[src/sv/bfsec_pkg.sv]
package bfsec_pkg;

   localparam int NUM_IN_BYTES = 4;
   localparam int REQ_W = 56;
   localparam int RSP_W = 16;
   localparam int CSR_AW = 3;
   localparam logic CSR_ECHO_TIMEOUT = 1'b0;
   localparam logic [15:0] ECHO_TIMEOUT_RESET = 16'd1035;
   localparam logic [15:0] WAIT_MAX = 16'hFFFF;

   typedef enum logic [1:0] {
      CMD_START = 2'd0,
      CMD_ECHO  = 2'd1,
      CMD_TICK  = 2'd2,
      CMD_NONE  = 2'd3
   } cmd_type;

   typedef enum logic [1:0] {
      PH_IDLE,
      PH_WAIT_IDLE,
      PH_WAIT_ECHO
   } phase_type;

   typedef enum logic [2:0] {
      ST_NONE     = 3'd0,
      ST_GOOD     = 3'd1,
      ST_TIMEOUT  = 3'd2,
      ST_MISMATCH = 3'd3,
      ST_BUSY     = 3'd4
   } status_type;

   typedef struct packed {
      logic       bus_idle;
      logic [7:0] echo_byte;
      logic [7:0] data_byte_3;
      logic [7:0] data_byte_2;
      logic [7:0] data_byte_1;
      logic [7:0] data_byte_0;
      logic [2:0] data_count;
      logic [7:0] msg_id;
   } req_type;

   typedef struct packed {
      logic       busy_res;
      status_type status;
      logic       done_res;
      logic [7:0] tx_byte;
      logic       tx_valid;
   } rsp_type;

endpackage

[src/sv/bfsec_csr.sv]
module bfsec_csr
   import bfsec_pkg::*;
(
   input  logic              clock,
   input  logic              reset,
   input  logic              csr_psel,
   input  logic              csr_penable,
   input  logic              csr_pwrite,
   input  logic [CSR_AW-1:0] csr_paddr,
   input  logic [31:0]       csr_pwdata,
   output logic [31:0]       csr_prdata,
   output logic              csr_pready,
   output logic [15:0]       echo_timeout
);

   logic [15:0] echo_timeout_ff;
   logic        wr_en;

   assign csr_pready = 1'b1;
   assign wr_en = csr_psel & csr_penable & csr_pwrite & csr_pready
                  & (csr_paddr[2] == CSR_ECHO_TIMEOUT);

   always_ff @(posedge clock) begin
      if (reset) begin
         echo_timeout_ff <= ECHO_TIMEOUT_RESET;
      end else if (wr_en) begin
         echo_timeout_ff <= csr_pwdata[15:0];
      end
   end

   always_comb begin
      csr_prdata = '0;
      if (csr_paddr[2] == CSR_ECHO_TIMEOUT) begin
         csr_prdata = {16'd0, echo_timeout_ff};
      end
   end

   assign echo_timeout = echo_timeout_ff;

endmodule

[src/sv/bfsec_core.sv]
module bfsec_core
   import bfsec_pkg::*;
#(
   parameter int MAX_DATA_BYTES = 4
)
(
   input  logic        clock,
   input  logic        reset,
   input  logic        accept,
   input  cmd_type     cmd,
   input  req_type     req,
   input  logic [15:0] echo_timeout,
   output rsp_type     result
);

   localparam int CNT_W = $clog2(MAX_DATA_BYTES + 2);
   localparam int IDX_W = (MAX_DATA_BYTES > 1) ? $clog2(MAX_DATA_BYTES) : 1;

   phase_type  phase_ff, phase_in;
   logic [7:0] frame_bytes_ff [MAX_DATA_BYTES];
   logic [7:0] frame_bytes_in [MAX_DATA_BYTES];
   logic [7:0] frame_id_ff, frame_id_in;
   logic [CNT_W-1:0] byte_total_ff, byte_total_in;
   logic [CNT_W-1:0] byte_index_ff, byte_index_in;
   logic [7:0] running_sum_ff, running_sum_in;
   logic [7:0] expected_echo_ff, expected_echo_in;
   logic [15:0] wait_count_ff, wait_count_in;

   logic [7:0] in_bytes [NUM_IN_BYTES];
   logic [7:0] cur_byte;
   logic [15:0] wait_inc;

   assign in_bytes[0] = req.data_byte_0;
   assign in_bytes[1] = req.data_byte_1;
   assign in_bytes[2] = req.data_byte_2;
   assign in_bytes[3] = req.data_byte_3;

   assign cur_byte = frame_bytes_ff[byte_index_ff[IDX_W-1:0]];
   assign wait_inc = (wait_count_ff != WAIT_MAX) ? wait_count_ff + 16'd1 : wait_count_ff;

   always_comb begin
      phase_in = phase_ff;
      for (int i = 0; i < MAX_DATA_BYTES; i++) begin
         frame_bytes_in[i] = frame_bytes_ff[i];
      end
      frame_id_in = frame_id_ff;
      byte_total_in = byte_total_ff;
      byte_index_in = byte_index_ff;
      running_sum_in = running_sum_ff;
      expected_echo_in = expected_echo_ff;
      wait_count_in = wait_count_ff;
      result = '0;
      result.status = ST_NONE;

      case (cmd)
         CMD_START: begin
            if (phase_ff != PH_IDLE) begin
               result.status = ST_BUSY;
            end else begin
               if (int'(req.data_count) > MAX_DATA_BYTES) begin
                  byte_total_in = CNT_W'(MAX_DATA_BYTES);
               end else begin
                  byte_total_in = CNT_W'(req.data_count);
               end
               frame_id_in = req.msg_id;
               for (int i = 0; i < MAX_DATA_BYTES; i++) begin
                  frame_bytes_in[i] = (i < NUM_IN_BYTES) ? in_bytes[i % NUM_IN_BYTES] : 8'h00;
               end
               byte_index_in = '0;
               running_sum_in = '0;
               wait_count_in = '0;
               phase_in = PH_WAIT_IDLE;
            end
         end
         CMD_TICK: begin
            if (phase_ff == PH_WAIT_IDLE) begin
               if (req.bus_idle) begin
                  running_sum_in = frame_id_ff;
                  byte_index_in = '0;
                  result.tx_valid = 1'b1;
                  result.tx_byte = frame_id_ff;
                  expected_echo_in = frame_id_ff;
                  wait_count_in = '0;
                  phase_in = PH_WAIT_ECHO;
               end
            end else if (phase_ff == PH_WAIT_ECHO) begin
               wait_count_in = wait_inc;
               if (wait_inc >= echo_timeout) begin
                  phase_in = PH_IDLE;
                  result.done_res = 1'b1;
                  result.status = ST_TIMEOUT;
               end
            end
         end
         CMD_ECHO: begin
            if (phase_ff == PH_WAIT_ECHO) begin
               if (req.echo_byte != expected_echo_ff) begin
                  phase_in = PH_IDLE;
                  result.done_res = 1'b1;
                  result.status = ST_MISMATCH;
               end else if (byte_index_ff < byte_total_ff) begin
                  running_sum_in = running_sum_ff + cur_byte;
                  byte_index_in = byte_index_ff + CNT_W'(1);
                  result.tx_valid = 1'b1;
                  result.tx_byte = cur_byte;
                  expected_echo_in = cur_byte;
                  wait_count_in = '0;
               end else if (byte_index_ff == byte_total_ff) begin
                  byte_index_in = byte_index_ff + CNT_W'(1);
                  result.tx_valid = 1'b1;
                  result.tx_byte = running_sum_ff;
                  expected_echo_in = running_sum_ff;
                  wait_count_in = '0;
               end else begin
                  phase_in = PH_IDLE;
                  result.done_res = 1'b1;
                  result.status = ST_GOOD;
               end
            end
         end
         default: begin
         end
      endcase

      result.busy_res = (phase_in != PH_IDLE);
   end

   always_ff @(posedge clock) begin
      if (reset) begin
         phase_ff <= PH_IDLE;
         frame_id_ff <= '0;
         byte_total_ff <= '0;
         byte_index_ff <= '0;
         running_sum_ff <= '0;
         expected_echo_ff <= '0;
         wait_count_ff <= '0;
      end else if (accept) begin
         phase_ff <= phase_in;
         frame_id_ff <= frame_id_in;
         byte_total_ff <= byte_total_in;
         byte_index_ff <= byte_index_in;
         running_sum_ff <= running_sum_in;
         expected_echo_ff <= expected_echo_in;
         wait_count_ff <= wait_count_in;
      end
   end

   always_ff @(posedge clock) begin
      if (accept) begin
         for (int i = 0; i < MAX_DATA_BYTES; i++) begin
            frame_bytes_ff[i] <= frame_bytes_in[i];
         end
      end
   end

   a_done_ends_frame: assert property (@(posedge clock) disable iff (reset)
      result.done_res |-> !result.busy_res)
      else $error("finished frame still busy");

   a_send_waits_echo: assert property (@(posedge clock) disable iff (reset)
      (accept && result.tx_valid) |=> (phase_ff == PH_WAIT_ECHO))
      else $error("byte sent without waiting for echo");

   a_reject_keeps_frame: assert property (@(posedge clock) disable iff (reset)
      (accept && result.status == ST_BUSY) |=> (phase_ff != PH_IDLE && $stable(frame_id_ff)))
      else $error("rejected start disturbed running frame");

endmodule

[src/sv/bus_frame_sender_echo_check_unit.sv]
// Frame sender with echo check for a shared echoing serial bus.
// req_ carries one event per request: tuser is the command (start, echo
// byte, microsecond tick) and tdata the frame fields, echo byte and the
// bus-idle level. Every accepted request yields exactly one response on
// rsp_: the byte to put on the bus now (if any), a done flag with status
// and the busy level after the event.
// A start latches the frame; ticks wait for bus idle and then send the ID.
// Each echo that matches sends the next byte (data, then checksum); the
// echo of the checksum ends the frame good. A wrong echo or echo_timeout
// ticks without echo end it failed. Starts while busy are answered with
// the reject status and otherwise ignored.
// Responses go to an output register plus one skid entry; the skid entry
// takes one only while the output register is full. One request per cycle
// is accepted; req_tready drops only when both hold undelivered responses.
// Reset returns the sender to idle, empties the response buffer and loads
// echo_timeout with 1035. csr_ is an APB port with echo_timeout at 0x0.
module bus_frame_sender_echo_check_unit
   import bfsec_pkg::*;
#(
   parameter int MAX_DATA_BYTES = 4
)
(
   input  logic              clock,
   input  logic              reset,
   input  logic              req_tvalid,
   output logic              req_tready,
   // msg_id[7:0], data_count[10:8], data_byte_0[18:11], data_byte_1[26:19],
   // data_byte_2[34:27], data_byte_3[42:35], echo_byte[50:43], bus_idle[51]
   input  logic [REQ_W-1:0]  req_tdata,
   // command[1:0]
   input  logic [1:0]        req_tuser,
   output logic              rsp_tvalid,
   input  logic              rsp_tready,
   // tx_valid[0], tx_byte[8:1], done_res[9], status[12:10], busy_res[13]
   output logic [RSP_W-1:0]  rsp_tdata,
   input  logic              csr_psel,
   input  logic              csr_penable,
   input  logic              csr_pwrite,
   input  logic [CSR_AW-1:0] csr_paddr,
   input  logic [31:0]       csr_pwdata,
   output logic [31:0]       csr_prdata,
   output logic              csr_pready
);

   logic [15:0] echo_timeout;
   logic        accept;
   logic        pop;
   req_type     req;
   rsp_type     result;

   logic              out_valid_ff;
   logic              skid_valid_ff;
   logic [RSP_W-1:0]  out_data_ff;
   logic [RSP_W-1:0]  skid_data_ff;
   logic [RSP_W-1:0]  result_data;

   bfsec_csr u_csr (
      .clock        (clock),
      .reset        (reset),
      .csr_psel     (csr_psel),
      .csr_penable  (csr_penable),
      .csr_pwrite   (csr_pwrite),
      .csr_paddr    (csr_paddr),
      .csr_pwdata   (csr_pwdata),
      .csr_prdata   (csr_prdata),
      .csr_pready   (csr_pready),
      .echo_timeout (echo_timeout)
   );

   assign req = req_type'(req_tdata[$bits(req_type)-1:0]);

   bfsec_core #(
      .MAX_DATA_BYTES (MAX_DATA_BYTES)
   ) u_core (
      .clock        (clock),
      .reset        (reset),
      .accept       (accept),
      .cmd          (cmd_type'(req_tuser)),
      .req          (req),
      .echo_timeout (echo_timeout),
      .result       (result)
   );

   assign result_data = RSP_W'(result);

   assign req_tready = !skid_valid_ff;
   assign accept = req_tvalid & req_tready;
   assign pop = out_valid_ff & rsp_tready;

   assign rsp_tvalid = out_valid_ff;
   assign rsp_tdata = out_data_ff;

   always_ff @(posedge clock) begin
      if (reset) begin
         out_valid_ff <= 1'b0;
         skid_valid_ff <= 1'b0;
      end else if (!out_valid_ff || pop) begin
         if (skid_valid_ff) begin
            skid_valid_ff <= 1'b0;
         end else begin
            out_valid_ff <= accept;
         end
      end else if (accept) begin
         skid_valid_ff <= 1'b1;
      end
   end

   always_ff @(posedge clock) begin
      if (!out_valid_ff || pop) begin
         out_data_ff <= skid_valid_ff ? skid_data_ff : result_data;
      end else if (accept) begin
         skid_data_ff <= result_data;
      end
   end

endmodule

[config.mk]
export PLATFORM = sky130hd
export DESIGN_NAME = bus_frame_sender_echo_check_unit
export DESIGN_NICKNAME = d
export VERILOG_FILES = /design/src/sv/bfsec_pkg.sv /design/src/sv/bfsec_csr.sv /design/src/sv/bfsec_core.sv /design/src/sv/bus_frame_sender_echo_check_unit.sv
export SDC_FILE = /design/constraint.sdc
export NUM_CORES = 1
export LEC_CHECK = 0
export ABC_CLOCK_PERIOD_IN_PS = 4350
export CORE_UTILIZATION = 25
export DETAILED_ROUTE_END_ITERATION = 12
export DONT_BUFFER_PORTS = 1
export PLACE_DENSITY_LB_ADDON = 0.12
export SYNTH_ARGS = -nofsm -noshare
export SYNTH_HDL_FRONTEND = slang
export SYNTH_SLANG_ARGS = --single-unit
[constraint.sdc]
create_clock -name clock -period 4.35 [get_ports clock]
set_clock_uncertainty 0.1 [all_clocks]
set_input_delay 0.87 -clock clock [delete_from_list [all_inputs] [get_ports clock]]
set_output_delay 0.87 -clock clock [all_outputs]
set_load 0.005 [all_outputs]
# After elaboration in Yosys (flattened, before gate mapping)
# Memory sizes are Yosys's and may differ from the RTL's. A register that Yosys moved wholly into a read port is not among the register bits.
# Index checks and enable logic that the tools add are counted.
[word_totals]
out_inout_bits = 51
memories = 1
regBits = 94
ramBits = 32
input_bits = 100
[mem_list]
columns = ["memory", "depth", "word_bits", "rd", "rd_clocked_by_memory_dff", "write_ports", "line_no", "text"]
rows = [
  ["u_core.frame_bytes_ff", 4, 8, 1, 1, 4, "bfsec_core.sv:20", "logic [7:0] frame_bytes_ff [MAX_DATA_BYTES];"],
]
[op_classes]
magnitude_cmp = 3
addsub = 3
n_bitwise = 9
n_mux = 64
n_reduce_logical = 17
n_eq_ne = 18
[op_table]
columns = ["operator", "n"]
rows = [
  ["16-bit two-way mux", 10],
  ["8-bit two-way mux", 10],
  ["32-bit two-way mux", 2],
  ["16-bit one-hot mux with 3 select lines", 1],
  ["9-bit two-way mux", 5],
  ["3-bit two-way mux", 10],
  ["2-bit two-way mux", 12],
  ["8-bit one-hot mux with 3 select lines", 1],
  ["8-bit AND reduction", 3],
  ["10-bit one-hot mux with 2 select lines", 1],
  ["3-bit one-hot mux with 3 select lines", 2],
  ["16-bit by 1-bit adder with 16-bit output, second input constant", 1],
  ["16-bit greater-or-equal comparator", 1],
  ["4-bit two-way mux", 4],
  ["16-bit != test, second input constant", 1],
  ["8-bit one-hot mux with 2 select lines", 1],
  ["14-bit two-way mux", 1],
  ["13-bit two-way mux", 1],
  ["8-bit adder", 1],
  ["2-bit != test, second input constant", 4],
  ["8-bit != test", 1],
  ["7-bit AND reduction", 1],
  ["2-bit by 1-bit != test with 1-bit output, second input constant", 3],
  ["3-bit by 1-bit != test with 1-bit output, second input constant", 2],
  ["other kinds (20)", 35],
]

# Depth between registers and ports, before layout
# Gate-level depths: netlist (run 1).
[logic_depth]
word_depth = 9
ltp_mapped = 13
ltp_nobuf = 13

# Hierarchy
# A second synthesis (run 1) with hierarchy kept.
[unflattened]
hier_cells = 723
area_unflattened_um2 = 7236.9
[modules_own_cells]
columns = ["mod", "instances", "cells_per_inst", "area_per_inst_um2", "seq_area_each_um2"]
rows = [
  ["bfsec_core", 1, 558, 5106.1, 1961.9],
  ["bus_frame_sender_echo_check_unit", 1, 59, 1163.6, 880.8],
  ["bfsec_csr", 1, 106, 967.2, 320.3],
]

# Worst setup path after synthesis (run 1)
# Ideal clock, no wire load.
[synth_timing]
path_type = "reg2reg"
from = "register u_core.wait_count_ff[13]"
to = "register out_data_ff[11] (netlist: rsp_tdata[11]), data pin"
stages_incl_launch_ff = 14
path_buffers = 1
setup_ps = 259
t_arrival_ps = 3012
path_slack_ps = 979
path_cell_list = "dfxtp_1 clkbuf_1 nand3_1 or3_1 nor2_2 or3_1 xnor2_1 ha_1 a21o_1 a211oi_1 o21ai_0 a221o_1 and3_1 o31a_1"
[synth_via]
elab_chain_cells = 8
word_cells_on_any_way = 9
[synth_rtl]
columns = ["element", "line_no", "text"]
rows = [
  ["start: declaration", "bfsec_core.sv:27", "logic [15:0] wait_count_ff, wait_count_in;"],
  ["start signal: assignment", "bfsec_core.sv:144", "wait_count_ff <= wait_count_in;"],
  ["16-bit by 1-bit adder with 16-bit output or 16-bit != test (tied branches)", "bfsec_core.sv:39", "assign wait_inc = (wait_count_ff != WAIT_MAX) ? wait_count_ff + 16'd1 : wait_count_ff;"],
  ["16-bit two-way mux *", "bfsec_core.sv:39", ""],
  ["16-bit greater-or-equal comparator *", "bfsec_core.sv:88", "if (wait_inc >= echo_timeout) begin"],
  ["3-bit two-way mux *", "bfsec_core.sv:88", ""],
  ["4-bit two-way mux *", "bfsec_core.sv:86", "end else if (phase_ff == PH_WAIT_ECHO) begin"],
  ["4-bit two-way mux *", "bfsec_core.sv:76", "if (phase_ff == PH_WAIT_IDLE) begin"],
  ["3-bit one-hot mux with 3 select lines *", "bfsec_core.sv:55", "case (cmd)"],
  ["14-bit two-way mux *", "bus_frame_sender_echo_check_unit.sv:110", "out_data_ff <= skid_valid_ff ? skid_data_ff : result_data;"],
  ["end signal: assignment", "bus_frame_sender_echo_check_unit.sv:110", ""],
  ["end: declaration", "bus_frame_sender_echo_check_unit.sv:53", "logic [RSP_W-1:0] out_data_ff;"],
]
# Every way passes the cells marked *; elsewhere a longest branch is shown, timed or not.
# A chain may end at the register's enable or synchronous reset.

# Final worst setup path (run 1)
[layout_timing]
from = "register u_core.wait_count_ff[6]"
to = "register out_data_ff[9] (netlist: rsp_tdata[9]), data pin"
[layout_via]
elab_chain_cells = 8
word_cells_on_any_way = 9
[layout_rtl]
columns = ["element", "line_no"]
rows = [
  ["16-bit by 1-bit adder with 16-bit output or 16-bit != test (tied branches)", "bfsec_core.sv:39"],
  ["16-bit two-way mux *", "bfsec_core.sv:39"],
  ["16-bit greater-or-equal comparator *", "bfsec_core.sv:88"],
  ["3-bit two-way mux *", "bfsec_core.sv:88"],
  ["4-bit two-way mux *", "bfsec_core.sv:86"],
  ["4-bit two-way mux *", "bfsec_core.sv:76"],
  ["10-bit one-hot mux with 2 select lines *", "bfsec_core.sv:55"],
  ["14-bit two-way mux *", "bus_frame_sender_echo_check_unit.sv:110"],
]
# Marks and branches as above.

==> reports/metrics.yaml, run 1 <==
outcome:
  status: "completed"
synth:
  yosysMostFrequentCell: "nand2_1"
  synth_cells: 723
  ys_async_sr_fraction_pct: 0
  synth.largest_area_cell: "edfxtp_1"
  yosys_most_used_dff: "dfxtp_1"
  syn_area_per_cell_um2: 9.60
  ys_ff_latch: 128
  synth.distinct_cells: 74
  synth_top_cell_area_share_pct: 26.0
  yosys_warnings: 0
  syn_area_um2: 6940
  synth_common_cells: "nand2_1 (95), dfxtp_1 (68), a21oi_1 (67), edfxtp_1 (60), nor2_1 (55)"
  synth_seq_area_share_pct: 45.6
  synth_edf_count: 60
  synth_area_leaders: "edfxtp_1 (26%), dfxtp_1 (20%), ha_1 (5.9%)"
clock_tree:
  cts_resized: 0
  path_clk_slew_ps: 60
  holdBufCountCts: 0
  cts_root_buffer: "clkbuf_16"
  clock_latency_ps: 420
  cts_tree: "built"
  post_cts.repair.setup_buffers: 0
  numClockSinks: 128
  cts-buffers-inserted: 17
  cts_buffer_depth: 2
  htreeDepth: 4
power_and_ir_drop:
  irDropWorstVdd_uv: 206
  fin_total_pwr_mw: 2.89
  clkPwrFrac_pct: 49.4
  powerDensity_nw_per_um2: 368
  p_comb_share_pct: 5.5
  seqPwrFrac_pct: 45.1
  sw_frac_of_total_pct: 27.0
  p_sw_mw: 0.780
  p_leak_nw: 2.77
  p_int_mw: 2.11
worst_setup_path:
  crit_path_cell_trace: "nand4_1 > or3_1 > nor2_2 > or3_1 > xnor2_1 > ha_1 > a21o_1 > a211oi_1 > o21ai_0 > a221o_1 > and3_1 > o31a_1"
  cpMostUsedCell: "or3_1"
  worst-setup-path-type: "reg -> reg"
  cp_top_family: "simple AND/OR/NAND/NOR gates"
  crit_path_start_kind: "flip-flop"
  r2r_cells: 12
  cpMaxStageDelayCell: "dfxtp_1"
  cp.depth: 12
  cpPeakStageDelay_ps: 450
  path_buf_inv: 0
  worstPathRequired_ps: 4420
  cp.arrival_ps: 3950
  crit_path_end_kind: "flip-flop"
  path_max_fanout: 8
cells_and_area:
  n_antenna_cell: 0
  fillCellCount: 2836
  regArea_um2: 3160
  fin_area_um2: 7860
  fin_nets: 851
  final_layout_size_suffix_gt1_share_pct: 9.59
  syn_to_final_growth_pct: 13.3
  multi_input_area_um2: 3440
  final_core_util_pct: 29.0
  instances_no_fill: 1102
place:
  dp_slack_ps: 453
  gp_congestion: 0.798
  placed_cell_area_um2: 7280
  placed_cells: 1070
  hpwl_um: 14100
  numPortBuffers: 0
floorplan:
  design.die.area_um2: 28400
  dieHeight_um: 169
  die_w_um: 169
  io-pin-count: 151
  fp-row-count: 60
  coreArea_um2: 27100
  start_util_pct: 25.6
sta:
  setup_viol: 0
  layout_setup_ws_ps: 470
  maxSlewViolCount: 0
  tns_ps: 0
  hold_viol_final: 0
  holdWs_ps: 350
  worstMarginPinSlew_ps: 1210
  clock.fmax_ghz: 0.258
  slew-limit-headroom_pct: 18.7
  rsz0062_at_grt: "no"
  layout_min_cycle_time_ps: 3880
  fin_crit_sh_pct: 89.2
grt:
  antenna_found_initial: 0
  grt.total_usage_pct: 13.8
  grt_overflow: 0
  grt_pass1_wl_um: 29800
  grt_max_degree: 54
  grt_pass1_vias: 5230
min_path:
  hold_depth: 2
  hold_path_class: "reg -> reg"
route:
  route.detailed.drc: 0
  drt_iter0_markers: 395
  wl_um: 18900
  vias: 5226
  wl_per_cell_um: 17.2
  ant_nets: 0
  first_pass_iters: 4
  viasPerCell: 4.74
job:
  drv_cap: 0
[registers in the layout, indices dropped and copies added (netlist names), 8 cells and up, named ones only]
| name | cells |
|---|---|
| u_csr.echo_timeout | 16 |
| u_core.wait_count_ff | 16 |
| u_core.frame_bytes_ff | 32 |
| u_core.expected_echo_ff | 8 |
| u_core.running_sum_ff | 8 |
| rsp_tdata | 14 |
| u_core.frame_id_ff | 8 |
| skid_data_ff | 14 |
[worst reg2reg max path, stage by stage, from the launching register on]
cell and delay (ps):
dfxtp_1 450, nand4_1 260, or3_1 450, nor2_2 260
or3_1 210, xnor2_1 140, ha_1 230, a21o_1 180
a211oi_1 210, o21ai_0 150, a221o_1 450, and3_1 260
o31a_1 300
[kinds of logic (layout without fill, tap and decap cells)]
logic type	count (synthesis)	after routing	synth area share, %
mux	14	14	3.61
flops	128	128	45.6
other cells	2	19	0.108
buf+inv	84	74	5.71
compound gates	188	188	18.2
fa+ha+maj	34	34	6.24
xor+xnor	25	25	3.15
simple gates	248	248	17.4
[area by class of cell]
class                   count  share of cell area (%)
clock buffers              17                    5.41
flip-flops and latches    128                    40.2
well taps                 372                    5.92
clock inverters            15                    2.02
repair buffers             12                    1.15
multi-input cells         528                    43.8
inverters                  30                    1.43
[cells in the final DEF (no fill, tap or decap), types with 12 or more instances in the layout]
cell,netlist,layout
a21oi_1,67,67
a31oi_1,12,12
a22o_1,16,16
nand2_1,95,95
xnor2_1,22,22
o21ai_0,23,23
dfxtp_1,68,68
inv_1,27,27
edfxtp_1,60,60
conb_1,2,19
clkbuf_16,0,17
nor2_1,55,55
nand3_1,17,17
ha_1,33,33
buf_4,19,12
[path summary, 6_finish.rpt]
| check | startpoint | endpoint | slack (ps) |
|---|---|---|---|
| max | u_core.wait_count_ff[6] | rsp_tdata[9] | 470 |
| min | u_csr.echo_timeout[6] | u_csr.echo_timeout[6] | 350 |
| max reg2reg | u_core.wait_count_ff[6] | rsp_tdata[9] | 470 |
| min reg2reg | u_csr.echo_timeout[6] | u_csr.echo_timeout[6] | 350 |
[metal layers]
layer	share of wire (%)	GRT usage, %	vias to the layer above
li1	-	-	2569
met1	49	18.9	2491
met2	44	20.6	148
met3	5.6	4.23	18
met4	1.4	4.31	0
met5	0	0	-
[power groups by stage]
stage,combinational (mW),sequential [mW],clock (mW)
CTS,0.161,1.30,1.47
finish,0.160,1.30,1.43
floorplan,0.140,1.32,0
global placement,0.157,1.33,0
global route,0.181,1.31,1.52
detailed placement,0.160,1.33,0
Power figures use the tool's default switching activity.
==> inputs of run 2 (changes only) <==
--- a/config.mk
+++ b/config.mk
@@ -5,6 +5,7 @@
 export SDC_FILE = /design/constraint.sdc
 export NUM_CORES = 1
 export LEC_CHECK = 0
+export ABC_AREA = 1
 export ABC_CLOCK_PERIOD_IN_PS = 4350
 export CORE_UTILIZATION = 25
 export DETAILED_ROUTE_END_ITERATION = 12
==> reports/metrics.yaml, run 2 <==
sta:
  setup_viol: 0  # unchanged
  tns_ps: 0  # unchanged
  fin_crit_sh_pct: 84.8  # -4.4 points
  slew-limit-headroom_pct: 36.5  # +18 points
  rsz0062_at_grt: "no"
  layout_min_cycle_time_ps: 3690  # -192 ps
  worstMarginPinSlew_ps: 951  # -255 ps
  maxSlewViolCount: 0  # unchanged
  holdWs_ps: 358  # +7.48 ps
  clock.fmax_ghz: 0.271  # +5.2%
  hold_viol_final: 0  # unchanged
cells_and_area:
  final_core_util_pct: 28.8  # -0.22 points
  regMostFlops: "u_core.frame_bytes_ff"
  final_layout_size_suffix_gt1_share_pct: 7.47  # -2.1 points
  syn_to_final_growth_pct: 12.5
  fillCellCount: 2939  # +3.6%
  fin_area_um2: 7780  # -1.0%
  n_antenna_cell: 0  # unchanged
  largest_reg_flops: 32  # unchanged
  mostFrequentLayoutCells: "nand2_1 (221), a21oi_1 (94), inv_1 (80), nor2_1 (70), dfxtp_1 (68)"
  fin_nets: 991  # +16%
  mostFrequentLayoutCell: "nand2_1"
clock_tree:
  cts_buffer_depth: 2  # unchanged
  holdBufCountCts: 0  # unchanged
  numClockSinks: 128  # unchanged
  cts_resized: 0  # unchanged
  cts-buffers-inserted: 17  # unchanged
  cts_tree: "built"
  path_clk_slew_ps: 60  # about the same
  htreeDepth: 4  # unchanged
  post_cts.repair.setup_buffers: 0  # unchanged
  clock_latency_ps: 430  # about the same
  cts_root_buffer: "clkbuf_16"
floorplan:
  io-pin-count: 151  # unchanged
  dieHeight_um: 168  # -0.21%
  die_w_um: 168  # -0.21%
  fp-row-count: 60  # unchanged
  design.die.area_um2: 28300  # -0.41%
  coreArea_um2: 27000  # -0.28%
  start_util_pct: 25.6  # -0.035 points
min_path:
  hp-start: "u_core.wait_count_ff[6]"
  hold_path_class: "reg -> reg"
worst_setup_path:
  cpMostUsedCell: "nand2_1"
  cp.arrival_ps: 3760  # -190 ps
  crit_path_start_kind: "flip-flop"
  cpMaxStageDelayCell: "dfxtp_1"
  crit_path_cell_trace: "ha_1 > nand3_2 > nor2_2 > nand2_1 > nor2_2 > nand2_1 > a21oi_1 > a21oi_1 > ha_1 > nand2_1 > nor4_1 > nand2_1 > nand2_1 > nand2_1 > nand2_1 > nand2_1 > nand2_1 > nand3_1 > nand2_1 > nand2_1"
  rr_startpoint: "u_core.wait_count_ff[0]"
  crit_path_end_kind: "flip-flop"
  startpoint: "u_core.wait_count_ff[0]"
  worst-setup-path-type: "reg -> reg"
  cp_top_family: "simple AND/OR/NAND/NOR gates"
  cpPeakStageDelay_ps: 500  # +50 ps
  path_max_fanout: 7  # -1
  worstPathRequired_ps: 4420  # about the same
  path_buf_inv: 0  # unchanged
grt:
  grt_max_degree: 39  # -28%
  grt_pass1_wl_um: 29100  # -2.5%
  grt_overflow: 0  # unchanged
  antenna_found_initial: 1  # +1
  grt_pass1_vias: 5232  # +0.038%
  grt.total_usage_pct: 13.4  # -0.40 points
route:
  first_pass_iters: 5  # +1
  ant_nets: 0  # unchanged
  wl_met3_um: 761  # -28%
  drt_iter0_markers: 284  # -28%
  wl_um: 18300  # -3.0%
  dr_wl_met2_um: 8190  # -0.80%
  top_layer: "met5"
  route.detailed.drc: 0  # unchanged
  drt-met1-wl_um: 9160  # -1.7%
  vias: 5461  # +4.5%
  wl_per_cell_um: 15.1  # -12%
  viasPerCell: 4.51  # -4.9%
synth:
  ys_ff_latch: 128  # unchanged
  synth_top_family_by_area: "simple AND/OR/NAND/NOR gates"
  syn_area_per_cell_um2: 8.02  # -16%
  synth_xor_area_share_pct: 2.03  # -1.1 points
  synth_top_cell_area_share_pct: 26.1  # +0.11 points
  synth_area_leaders: "edfxtp_1 (26%), dfxtp_1 (20%), nand2_1 (12%)"
  ys_async_sr_fraction_pct: 0  # unchanged
  synth.largest_area_cell: "edfxtp_1"
  synth.distinct_cells: 44  # -41%
  yosys_most_used_dff: "dfxtp_1"
  synth_fa_ha_area_share_pct: 6.26  # +0.026 points
  yosys_warnings: 0  # unchanged
  synth_compound_area_share_pct: 15.4  # -2.8 points
  syn_area_um2: 6910  # -0.41%
  synth_simple_gate_area_share_pct: 21.8  # +4.3 points
  muxShareOfSynthArea_pct: 0  # -3.6 points
  synth_cells: 862  # +19%
  yosysMostFrequentCell: "nand2_1"
  synth_common_cells: "nand2_1 (221), a21oi_1 (94), inv_1 (80), nor2_1 (70), dfxtp_1 (68)"
  synth_seq_area_share_pct: 45.8  # +0.19 points
  synth_edf_count: 60  # unchanged
power_and_ir_drop:
  p_leak_nw: 3.08  # +11%
  powerDensity_nw_per_um2: 391  # +6.2%
  irDropWorstVdd_uv: 183  # -11%
place:
  hpwl_um: 13100  # -7.2%
  gp_congestion: 0.780  # -2.3%
  placed_cell_area_um2: 7170  # -1.4%
  numPortBuffers: 0  # unchanged
outcome:
  status: "completed"
job:
  drv_cap: 0  # unchanged
run 2: changes by cell type after synthesis, sizes merged, moves of 11 or more:
cell | before | now
a21oi | 69 | 98
xnor2 | 22 | 7
nand2 | 95 | 225
nor2b | 11 | 0
o21ai | 25 | 68
nand3 | 17 | 33
a22o | 16 | 0
nor2 | 56 | 79
inv | 27 | 82
run 2: worst paths after layout:
kind                             endpoint  slack (ps)  cells past startpoint
hold / removal    u_core.wait_count_ff[6]         360                      2
setup / recovery            rsp_tdata[13]         660                     20
setup reg to reg            rsp_tdata[13]         660                     20
hold reg to reg   u_core.wait_count_ff[6]         360                      2
run 2: cell type report:
type	count	area, um2	area share [%]
well taps	341	427	5.48
repair buffers	7	52.6	0.676
multi-input cells	619	3210	41.3
clock buffers	18	429	5.52
clock inverters	14	179	2.30
flip-flops and latches	128	3160	40.7
inverters	84	318	4.09
run 2: stage by stage:
| step | cells | setup WS, ps | total power [mW] |
|---|---|---|---|
| after floorplan | 879 | 1500 | 1.53 |
| after global placement | 1179 | 674 | 1.57 |
| after detailed placement | 1179 | 674 | 1.57 |
| after CTS | 1211 | 637 | 3.10 |
| after global routing | 1211 | 346 | 3.18 |
| final | 1211 | 662 | 3.04 |
run 2: cell families (layout without fill, tap and decap cells):
| group | count (synthesis) | count (layout) |
|---|---|---|
| buffers and inverters | 132 | 123 |
| adder cells (fa/ha/maj) | 34 | 34 |
| AO/OA/AOI/OAI | 194 | 194 |
| flip-flops | 128 | 128 |
| other | 2 | 19 |
| XOR/XNOR | 16 | 16 |
| AND/OR/NAND/NOR | 356 | 356 |
run 2: worst reg2reg max path: cells and delay by family, from the launching register on:
kind            cells  cell delay [ps]
compound gates      2              300
simple gates       16             1930
fa+ha+maj           2              600
flops               1              500
run 2: routing by layer:
metal | vias up | GRT usage (%)
met1 | 2500 | 18.3
li1 | 2818 | -
met5 | - | 0
met3 | 18 | 3.27
met4 | 2 | 4.15
met2 | 123 | 20.7
run 2: power by group:
part           switching (mW)  internal [mW]  total [mW]
Clock                   0.585          0.912        1.50
Sequential             0.0175           1.30        1.32
Combinational           0.163         0.0628       0.226
Total                   0.766           2.27        3.04
==> inputs of run 3 (changes only) <==
--- a/config.mk
+++ b/config.mk
@@ -6,7 +6,7 @@
 export NUM_CORES = 1
 export LEC_CHECK = 0
 export ABC_AREA = 1
-export ABC_CLOCK_PERIOD_IN_PS = 4350
+export ABC_CLOCK_PERIOD_IN_PS = 3160
 export CORE_UTILIZATION = 25
 export DETAILED_ROUTE_END_ITERATION = 12
 export DONT_BUFFER_PORTS = 1
==> constraint.sdc (replaced) <==
create_clock -name clock -period 3.16 [get_ports clock]
set_clock_uncertainty 0.1 [all_clocks]
set_input_delay 0.632 -clock clock [delete_from_list [all_inputs] [get_ports clock]]
set_output_delay 0.632 -clock clock [all_outputs]
set_load 0.005 [all_outputs]
==> reports/metrics.yaml, run 3 (synthesized netlist as in run 2, its figures left out) <==
outcome:
  status: "completed"
grt:
  antenna_found_initial: 1  # unchanged
  grt_max_degree: 39  # unchanged
  grt.total_usage_pct: 13.3  # -0.089 points
  grt_pass1_wl_um: 29000  # -0.21%
  grt_pass1_vias: 5224  # -0.15%
  grt_overflow: 0  # unchanged
clock_tree:
  htreeDepth: 4  # unchanged
  cts_tree: "built"
  cts_root_buffer: "clkbuf_16"
  cts-buffers-inserted: 17  # unchanged
  path_clk_slew_ps: 60  # about the same
  numClockSinks: 128  # unchanged
  clock_latency_ps: 430  # about the same
  cts_buffer_depth: 2  # unchanged
route:
  wl_per_cell_um: 14.7  # -3.0%
  viasPerCell: 4.42  # -1.9%
  drt_iter0_markers: 292  # +2.8%
  ant_nets: 0  # unchanged
  first_pass_iters: 4  # -1
  route.detailed.drc: 0  # unchanged
  vias: 5559  # +1.8%
  wl_um: 18500  # +0.71%
place:
  gp_congestion: 0.751  # -3.7%
  hpwl_um: 13400  # +2.3%
  numPortBuffers: 0  # unchanged
  dp_slack_ps: -119  # -793 ps
sta:
  worstMarginPinSlew_ps: 903  # -47.7 ps
  setup_viol: 0  # unchanged
  clock.fmax_ghz: 0.330  # +22%
  layout_min_cycle_time_ps: 3030  # -659 ps
  fin_crit_sh_pct: 95.9  # +11 points
  holdWs_ps: 180  # -178 ps
  layout_setup_ws_ps: 131  # -531 ps
  rsz0062_at_grt: "yes"
  slew-limit-headroom_pct: 39.7  # +3.2 points
  hold_viol_final: 0  # unchanged
  maxSlewViolCount: 0  # unchanged
min_path:
  hp-start: "reset"
  hold_path_class: "in -> reg"
power_and_ir_drop:
  p_leak_nw: 3.35  # +8.6%
  irDropWorstVdd_uv: 270  # +47%
  powerDensity_nw_per_um2: 506  # +30%
  fin_total_pwr_mw: 4.18  # +38%
cells_and_area:
  final_layout_size_suffix_gt1_share_pct: 15.0  # +7.5 points
  mostFrequentLayoutCell: "nand2_1"
  regMostFlops: "u_core.frame_bytes_ff"
  fin_nets: 1037  # +4.6%
  mostFrequentLayoutCells: "nand2_1 (213), a21oi_1 (91), inv_1 (80), nor2_1 (68)"
  largest_reg_flops: 32  # unchanged
  syn_to_final_growth_pct: 19.5
  final_core_util_pct: 30.6  # +1.8 points
  n_antenna_cell: 0  # unchanged
job:
  drv_cap: 0  # unchanged
worst_setup_path:
  cpPeakStageDelay_ps: 380  # -120 ps
  crit_path_cell_trace: "ha_4 > nand3_2 > nor2_4 > nand2_2 > nor2_4 > nand2_2 > nor3_4 > nor2_1 > nand2_1 > nand2_1 > ha_1 > nand2_2 > o21ai_1 > a21oi_2 > nand2_2 > nand2_1 > nand2_1 > nand2_1 > nand2_2 > nand3_2 > nand2_1 > nand2_1"
  crit_path_end_kind: "flip-flop"
  cpMostUsedCell: "nand2_1"
  worstPathRequired_ps: 3240  # -1180 ps
  cpMaxStageDelayCell: "dfxtp_4"
  rr_startpoint: "u_core.wait_count_ff[1]"
  crit_path_start_kind: "flip-flop"
  worst-setup-path-type: "reg -> reg"
  rrSetupSlack_ps: 130  # -530 ps
  cp.arrival_ps: 3110  # -650 ps
  startpoint: "u_core.wait_count_ff[1]"
  path_max_fanout: 4  # -3
floorplan:
  io-pin-count: 151  # unchanged
  fp-row-count: 60  # unchanged
  design.die.area_um2: 28300  # unchanged
  die_w_um: 168  # unchanged
  coreArea_um2: 27000  # unchanged
  dieHeight_um: 168  # unchanged
  start_util_pct: 25.6  # unchanged
-- run 3: critical path: cells and delay by family (launching register included) --
family | cells | cell delay, ps
adders and majority gates | 2 | 450
AOI/OAI and AO/OA | 2 | 240
and+or+nand+nor | 18 | 1630
DFF | 1 | 380
-- run 3: layout make-up --
cell class	instances	area, um2
repair buffers	53	402
clock buffers	17	425
flip-flops and latches	128	3170
multi-input cells	619	3340
well taps	341	427
inverters	84	318
clock inverters	15	183
fillers	2881	18800
-- run 3: final timing paths --
kind,to,cells after the start
setup / recovery,rsp_tdata[13],22
hold / removal,u_core.wait_count_ff[1],1
setup reg to reg,rsp_tdata[13],22
hold reg to reg,u_core.byte_total_ff[2],2
-- run 3: where the power goes --
group          leakage (nW)  switching, mW  internal [mW]  total [mW]
Clock                 0.300          0.902           1.14        2.04
Sequential             1.12         0.0246           1.79        1.81
Combinational          1.92          0.226         0.0997       0.326
-- run 3: layer usage --
layer | part of all wire (%) | track usage (%) | up-vias
met5 | 0.065 | 0 | -
met1 | 52 | 19.1 | 2518
met4 | 0.85 | 3.32 | 2
met2 | 43 | 19.6 | 115
li1 | - | - | 2913
met3 | 4.3 | 3.34 | 11
-- run 3: repair_timing --
item | 4_1_cts | 5_1_grt
resized for setup | 4 | 31
setup endpoints to repair | 5 | 7
gates cloned | 0 | 0
buffers inserted | 0 | 5
pin swaps | 0 | 19
hold buffers | 0 | 0
-- run 3: per-stage QoR --
stage,cell area (um2),TNS (ps),cells
CTS,8100,0,1252
finish,8260,0,1257
floorplan,6980,0,879
global placement,7480,-135,1220
global route,8260,-160,1257
detailed placement,7480,-132,1220
